$ cat src/sv/mie_pkg.sv
package mie_pkg;

  localparam int WIDTH = 32;
  localparam int CNT_W = $clog2(WIDTH + 1);

  typedef logic [WIDTH-1:0] word_t;

  typedef enum logic [2:0] {
    S_IDLE,
    S_REDUCE,
    S_ISSUE,
    S_DIVIDE,
    S_OUT
  } state_t;

  // Command to the shared divide and accumulate unit.
  typedef struct packed {
    logic  start;
    word_t dividend;
    word_t divisor;
    word_t mult;
  } div_cmd_t;

  // Status returned by that unit; rem and acc are meaningful while done is high.
  typedef struct packed {
    logic  done;
    word_t rem;
    word_t acc;
  } div_rsp_t;

endpackage

$ cat src/sv/mie_divider.sv
module mie_divider (
  input  logic              clk,
  input  logic              rst,
  input  mie_pkg::div_cmd_t cmd,
  output mie_pkg::div_rsp_t rsp
);
  import mie_pkg::*;

  logic              busy;
  logic [CNT_W-1:0]  count;
  word_t             rem;
  word_t             dvd;
  word_t             divisor;
  word_t             mult;
  word_t             acc;
  logic              done;

  logic [WIDTH:0]    trial;
  logic              ge;
  word_t             rem_next;
  word_t             acc_next;

  // One quotient bit per cycle, most significant first. Each quotient bit also
  // folds the multiplier into acc, so acc ends as quotient times mult.
  always_comb begin
    trial    = {rem, dvd[WIDTH-1]};
    ge       = (trial >= {1'b0, divisor});
    rem_next = ge ? WIDTH'(trial - {1'b0, divisor}) : trial[WIDTH-1:0];
    acc_next = WIDTH'({acc, 1'b0}) + (ge ? mult : '0);
  end

  always_ff @(posedge clk) begin
    if (rst) begin
      busy  <= 1'b0;
      count <= '0;
      done  <= 1'b0;
    end else begin
      done <= busy && (count == CNT_W'(1));
      if (cmd.start) begin
        busy  <= 1'b1;
        count <= CNT_W'(WIDTH);
      end else if (busy) begin
        count <= count - CNT_W'(1);
        if (count == CNT_W'(1)) begin
          busy <= 1'b0;
        end
      end
    end
  end

  always_ff @(posedge clk) begin
    if (cmd.start) begin
      rem     <= '0;
      dvd     <= cmd.dividend;
      divisor <= cmd.divisor;
      mult    <= cmd.mult;
      acc     <= '0;
    end else if (busy) begin
      rem <= rem_next;
      dvd <= {dvd[WIDTH-2:0], 1'b0};
      acc <= acc_next;
    end
  end

  assign rsp.done = done;
  assign rsp.rem  = rem;
  assign rsp.acc  = acc;

endmodule

$ cat src/sv/modular_inverse_ext_euclid.sv
// Modular inverse by the extended Euclidean algorithm.
// Input channel: value and modulus, taken when in_valid is high and in_stall
// is low. in_stall stays high from the accepted transaction until its result
// has been taken, so one item is in flight at a time.
// Output channel: inverse, exists and common_divisor, offered with out_valid
// and held unchanged for as long as out_stall is high.
// Operation: the value is first reduced modulo the modulus, then one remainder
// step is done per Euclid iteration. Every step uses the one shared
// shift-subtract divider, which builds quotient times coefficient as it goes.
// A value that reduces to zero finishes after the reduction alone, and a
// modulus of zero is offered at the output on the next cycle.
// The next transaction can be taken once the result has gone and the block
// is back in its idle state; it takes no new item before then.
// Reset clears the sequencer and the divider; any item in flight is dropped
// and the block comes back ready for a new transaction.
// A stalled receiver simply holds the block in its output state; no new
// transaction is taken until the result has gone.
module modular_inverse_ext_euclid (
  input  logic                 clk,
  input  logic                 rst,
  input  logic                 in_valid,
  output logic                 in_stall,
  input  logic [31:0]          value,
  input  logic [31:0]          modulus,
  output logic                 out_valid,
  input  logic                 out_stall,
  output logic [31:0]          inverse,
  output logic                 exists,
  output logic [31:0]          common_divisor
);
  import mie_pkg::*;

  state_t   state, state_next;
  div_cmd_t cmd;
  div_rsp_t rsp;

  word_t m, r0, r1, u0, u1;
  logic  n1;
  word_t inv_r, g_r;
  logic  ok_r;
  word_t un;

  logic  in_acc;
  logic  out_acc;

  assign in_acc  = in_valid && !in_stall;
  assign out_acc = out_valid && !out_stall;
  assign un      = u0 + rsp.acc;

  mie_divider u_div (
    .clk (clk),
    .rst (rst),
    .cmd (cmd),
    .rsp (rsp)
  );

  always_ff @(posedge clk) begin
    if (rst) begin
      state <= S_IDLE;
    end else begin
      state <= state_next;
    end
  end

  always_comb begin
    state_next   = state;
    cmd.start    = 1'b0;
    cmd.dividend = word_t'(value);
    cmd.divisor  = word_t'(modulus);
    cmd.mult     = '0;
    case (state)
      S_IDLE: begin
        if (in_acc) begin
          if (modulus == '0) begin
            state_next = S_OUT;
          end else begin
            cmd.start  = 1'b1;
            state_next = S_REDUCE;
          end
        end
      end
      S_REDUCE: begin
        if (rsp.done) begin
          state_next = (rsp.rem == '0) ? S_OUT : S_ISSUE;
        end
      end
      S_ISSUE: begin
        cmd.start    = 1'b1;
        cmd.dividend = r0;
        cmd.divisor  = r1;
        cmd.mult     = u1;
        state_next   = S_DIVIDE;
      end
      S_DIVIDE: begin
        if (rsp.done) begin
          state_next = (rsp.rem == '0) ? S_OUT : S_ISSUE;
        end
      end
      S_OUT: begin
        if (!out_stall) begin
          state_next = S_IDLE;
        end
      end
      default: state_next = S_IDLE;
    endcase
  end

  always_ff @(posedge clk) begin
    case (state)
      S_IDLE: begin
        if (in_acc) begin
          m     <= word_t'(modulus);
          inv_r <= '0;
          ok_r  <= 1'b0;
          g_r   <= word_t'(value);
        end
      end
      S_REDUCE: begin
        if (rsp.done) begin
          r0 <= m;
          r1 <= rsp.rem;
          u0 <= '0;
          u1 <= word_t'(1);
          n1 <= 1'b0;
          g_r  <= m;
          ok_r <= (m == word_t'(1));
        end
      end
      S_DIVIDE: begin
        if (rsp.done) begin
          r0 <= r1;
          r1 <= rsp.rem;
          u0 <= u1;
          u1 <= un;
          n1 <= !n1;
          if (rsp.rem == '0) begin
            // The previous remainder is the gcd and u1 its coefficient.
            g_r  <= r1;
            ok_r <= (r1 == word_t'(1));
            if (r1 == word_t'(1)) begin
              inv_r <= (n1 && u1 != '0) ? (m - u1) : u1;
            end
          end
        end
      end
      default: ;
    endcase
  end

  assign in_stall       = (state != S_IDLE);
  assign out_valid      = (state == S_OUT);
  assign inverse        = 32'(inv_r);
  assign exists         = ok_r;
  assign common_divisor = 32'(g_r);

  a_exists_gcd_one: assert property (@(posedge clk) disable iff (rst)
    out_valid && exists |-> common_divisor == 32'd1)
    else $error("exists reported with a gcd other than one");

  a_inverse_in_range: assert property (@(posedge clk) disable iff (rst)
    out_valid && exists && (m != word_t'(1)) |-> inv_r < m)
    else $error("inverse not reduced below the modulus");

  a_no_inverse_zero: assert property (@(posedge clk) disable iff (rst)
    out_valid && !exists |-> inverse == 32'd0)
    else $error("inverse nonzero although none exists");

  a_done_when_waiting: assert property (@(posedge clk) disable iff (rst)
    rsp.done |-> (state == S_REDUCE || state == S_DIVIDE))
    else $error("divider finished outside a waiting state");

  a_one_in_flight: assert property (@(posedge clk) disable iff (rst)
    in_acc |=> in_stall)
    else $error("block ready again straight after taking a transaction");

endmodule

$ cat config.mk
export PLATFORM = sky130hd
export DESIGN_NAME = modular_inverse_ext_euclid
export DESIGN_NICKNAME = d
export VERILOG_FILES = /design/src/sv/mie_pkg.sv /design/src/sv/mie_divider.sv /design/src/sv/modular_inverse_ext_euclid.sv
export SDC_FILE = /design/constraint.sdc
export NUM_CORES = 1
export LEC_CHECK = 0
export BUFFER_PORTS_ARGS = -buffer_cell sky130_fd_sc_hd__clkbuf_2
export CAP_MARGIN = 40
export CORE_MARGIN = 3
export CORE_UTILIZATION = 35
export CTS_CLUSTER_SIZE = 40
export DETAILED_ROUTE_END_ITERATION = 8
export PLACE_DENSITY = 0.56
export SETUP_SLACK_MARGIN = 0.1
export SLEW_MARGIN = 40
export SYNTH_ARGS = -nofsm -noshare
export SYNTH_HDL_FRONTEND = slang
export SYNTH_HIERARCHICAL = 1
export SYNTH_SLANG_ARGS = --single-unit
$ cat constraint.sdc
create_clock -name clk -period 7.7 [get_ports clk]
set_input_delay 0.77 -clock clk [delete_from_list [all_inputs] [get_ports clk]]
set_output_delay 0.77 -clock clk [all_outputs]
set_load 0.02 [all_outputs]
==> impl_metrics.tcl <==
set metrics [dict create \
    status "finished clean" \
    die_area_sq_um 68100 \
    share_seq_of_total_power 0.478 \
    irDropWorstVdd_v 0.000159 \
    worst-slew-pin-transition_ns 0.832 \
    cts.sink_count 397 \
    post_layout_nonfiller_instances 3188 \
    post-route-min-period_ns 5.60 \
    totalWireLength_microns 70200 \
    synth.yosys.seq_area_share 0.491 \
    design_area_sq_um 25700 \
    place.gp.congestion 0.912 \
    power.switching_fraction 0.273 \
    drt-wirelength-per-cell_microns 22.0 \
    areaGrowthSynthToFinish_pct 13.0 \
    power.clock.fraction 0.387 \
    worst_skew_pair.late_latency_ns 0.59 \
    grt.overflow.total 0 \
    final_layout_size_suffix_gt1_frac 0.150 \
    slew_viol_final 0 \
    setup_tns_ns 0 \
    crit_arrival_ns 6.05 \
    finalCritPeriodShare 0.727 \
    final-setup-viol-count 0 \
    synthesis_warning_total 6 \
    synthFlopType "sky130_fd_sc_hd__edfxtp_1" \
    hp-class "primary input to register" \
    rsz_0062_raised_after_global_routing "false" \
    postSynth.asyncResetShare 0 \
    power.static_leakage_nw 10.2 \
    kind_of_capture_point_of_the_worst_setup_path "register" \
    synthesis.instances 2212 \
    die_h_microns 261 \
    dpl-instance-area_sq_um 24300 \
    postLayoutSetupSlackWorst_ns 2.10 \
    tritoncts "yes" \
    fill_cells 6093 \
    power_density_nw_per_um2 207 \
    timing.final.hold_violations 0 \
    critPathLaunchType "register" \
    core_area_sq_um 63700 \
    vias_in_the_first_global_route 17300 \
    dr.first_iter.drc_count 1430 \
    synthesis.area_per_instance_sq_um 10.3 \
    numPlacedInstances 3110 \
    ys_ff_latch 397 \
    utilization 0.404 \
    critical_path_buf_inv_count 1 \
    first_pass_iters 5 \
    skew_ns 0.0252 \
    p_comb_frac 0.136 \
    antenna_violations_before_repair 1 \
    holdBufCountCts 0 \
    crit_chain "inv_1 > ha_1 > and2b_1 > o2111ai_1 > a31oi_2 > o2111ai_2 > a2111oi_4 > o32a_2 > and2_1 > ha_1 > a211oi_1 > nor4_1 > or3_1 > a221o_1 > a31oi_2 > o21ai_1 > a31oi_1 > or4b_1 > nand3_1" \
    mappedNetlistNets 2410 \
    crit_required_ns 8.15 \
    yosysUniqueCellTypes 82 \
    syn_area_sq_um 22700 \
    grt_pass1_wl_microns 105000 \
    max_freq_mhz 179 \
    crit_path_max_fanout 34 \
    number_of_enable_type_register_cells_in_the_synthesized_netlist 322 \
    internal-power_mw 3.87 \
    htree_num_levels 2 \
    cts.path.max_buffers 3 \
    std_cell_rows 92 \
    path_delay_family "compound AO/OA/AOI/OAI gates" \
    start_util 0.357 \
    nets 2506 \
    pin_count_of_the_biggest_net_entering_global_routing 78 \
    final_hpwl_dp_microns 52200 \
    timing.max_slew.rel_slack 0.445 \
    cts.reportedPaths.clkPinSlew_ns 0.07 \
    avgViaCountPerCell 5.57 \
    tritoncts.num_buffers 42 \
    dieWidth_microns 261 \
    setup.worst_path.class "register to register" \
    preCtsSetupSlack_ns 2.21 \
    timing.critical_path.slowest_cell_delay_ns 0.66 \
    post-cts-setup-buffers 0 \
    crit_path_top_delay_cell "sky130_fd_sc_hd__o32a_2" \
    max_cap_violations 0 \
    cts-resized-gates 0 \
    drc 0 \
    globalRouteTotalUtil 0.202 \
    port-buffer-count 134 \
    pin_count 135 \
    netSwitchingPower_mw 1.46 \
    clk_root_buffer_cell "sky130_fd_sc_hd__clkbuf_16" \
    route.antenna.remaining_nets 0 \
    vias 17800 \
]
==> layer usage <==
metal / track usage / routed length [microns] / up-vias / part of all wire
met2: 0.350 / 34800 / 559 / 0.50
met5: 0 / 0 / - / 0
met1: 0.259 / 29100 / 8770 / 0.41
met4: 0.0561 / 1780 / 0 / 0.025
met3: 0.0358 / 4540 / 99 / 0.065
li1: - / - / 8333 / -
==> cells in the mapped netlist (11+ instances only) <==
library cell	count	area, sq um
sky130_fd_sc_hd__a211oi_1	18	135
sky130_fd_sc_hd__nand3_1	29	145
sky130_fd_sc_hd__a31oi_1	20	125
sky130_fd_sc_hd__and3_1	18	113
sky130_fd_sc_hd__o21bai_1	22	165
sky130_fd_sc_hd__a21oi_1	157	786
sky130_fd_sc_hd__xor2_1	43	377
sky130_fd_sc_hd__nor4_1	76	475
sky130_fd_sc_hd__nand2_1	258	968
sky130_fd_sc_hd__o21ai_1	14	70.1
sky130_fd_sc_hd__nand4_1	26	163
sky130_fd_sc_hd__nor2b_1	16	100
sky130_fd_sc_hd__o21a_1	11	82.6
sky130_fd_sc_hd__and2_1	43	269
sky130_fd_sc_hd__clkbuf_1	73	274
sky130_fd_sc_hd__edfxtp_1	322	9670
sky130_fd_sc_hd__o21ai_0	112	561
sky130_fd_sc_hd__xnor2_1	62	543
sky130_fd_sc_hd__nor2_1	192	721
sky130_fd_sc_hd__a21o_1	61	458
sky130_fd_sc_hd__buf_1	22	82.6
sky130_fd_sc_hd__nor3_1	24	120
sky130_fd_sc_hd__mux2_2	95	1070
sky130_fd_sc_hd__ha_1	126	1580
sky130_fd_sc_hd__mux2i_1	50	500
sky130_fd_sc_hd__dfxtp_1	75	1500
sky130_fd_sc_hd__inv_1	101	379
==> power groups by stage <==
stage	sequential, mW	combinational (mW)	clock [mW]
2_1_floorplan	2.58	0.473	0
3_3_place_gp	2.59	0.705	0
3_5_place_dp	2.59	0.716	0
4_1_cts	2.54	0.721	2.10
5_1_grt	2.55	0.793	2.20
6_report	2.54	0.722	2.06
==> through the flow <==
stage	total power [mW]	hold slack (ns)
4_1_cts	5.36	0.376
2_1_floorplan	3.05	0.460
3_3_place_gp	3.29	0.487
5_1_grt	5.55	0.386
6_report	5.33	0.402
3_5_place_dp	3.30	0.502
==> cell type report <==
cell class	instances	area (sq um)	area share
flip-flops and latches	397	11200	0.435
diodes	2	5.00	0.000195
inverters	103	387	0.0150
multi-input cells	1607	10900	0.422
well taps	846	1060	0.0412
clock buffers	54	1130	0.0438
repair buffers	157	870	0.0338
clock inverters	22	236	0.00920
==> cells by family (layout without fill, tap and decap cells) <==
family / Yosys count / count (layout) / synth area share
simple gates: 718 / 718 / 0.146
compound gates: 508 / 508 / 0.144
flops: 397 / 397 / 0.491
buf+inv: 208 / 336 / 0.0355
mux: 145 / 145 / 0.0690
fa+ha+maj: 130 / 130 / 0.0728
xor+xnor: 106 / 106 / 0.0414
other cells: 0 / 2 / 0
==> cells in the final DEF, fill, tap and decap left out, types with 5 or more instances in the layout <==
master and instances:
sky130_fd_sc_hd__a211oi_1 18, sky130_fd_sc_hd__nor4_1 76, sky130_fd_sc_hd__o31ai_1 9, sky130_fd_sc_hd__and3_1 18
sky130_fd_sc_hd__a21o_1 61, sky130_fd_sc_hd__nand4_1 26, sky130_fd_sc_hd__nand2_1 257, sky130_fd_sc_hd__xnor2_1 62
sky130_fd_sc_hd__clkbuf_16 42, sky130_fd_sc_hd__nand2b_1 7, sky130_fd_sc_hd__nor2_1 187, sky130_fd_sc_hd__a31oi_1 20
sky130_fd_sc_hd__clkinv_2 6, sky130_fd_sc_hd__edfxtp_1 322, sky130_fd_sc_hd__or3_1 9, sky130_fd_sc_hd__nor3_1 23
sky130_fd_sc_hd__xor2_1 43, sky130_fd_sc_hd__mux2_2 95, sky130_fd_sc_hd__clkbuf_1 9, sky130_fd_sc_hd__o21bai_1 21
sky130_fd_sc_hd__buf_4 18, sky130_fd_sc_hd__a21oi_1 156, sky130_fd_sc_hd__o21a_1 10, sky130_fd_sc_hd__clkinv_1 7
sky130_fd_sc_hd__o21ai_0 112, sky130_fd_sc_hd__and2_1 43, sky130_fd_sc_hd__o21ai_1 13, sky130_fd_sc_hd__o211ai_1 9
sky130_fd_sc_hd__ha_1 126, sky130_fd_sc_hd__clkbuf_2 134, sky130_fd_sc_hd__a32oi_1 6, sky130_fd_sc_hd__a311oi_1 9
sky130_fd_sc_hd__inv_1 100, sky130_fd_sc_hd__nor2b_1 16, sky130_fd_sc_hd__mux2i_1 50, sky130_fd_sc_hd__dfxtp_1 73
sky130_fd_sc_hd__a2111oi_0 5, sky130_fd_sc_hd__nand3_1 29
==> worst paths after layout <==
path | startpoint | to | slack, ns | depth (start not counted)
worst min register to register | u_div/count[1] | u_div/count[1] | 0.51 | 2
worst max-delay path | u_div/divisor[1] | u_div/acc[28] | 2.10 | 19
worst min-delay path | modulus[23] | m[23] | 0.40 | 1
worst max register to register | u_div/divisor[1] | u_div/acc[28] | 2.10 | 19
Power figures use the tool's default switching activity.
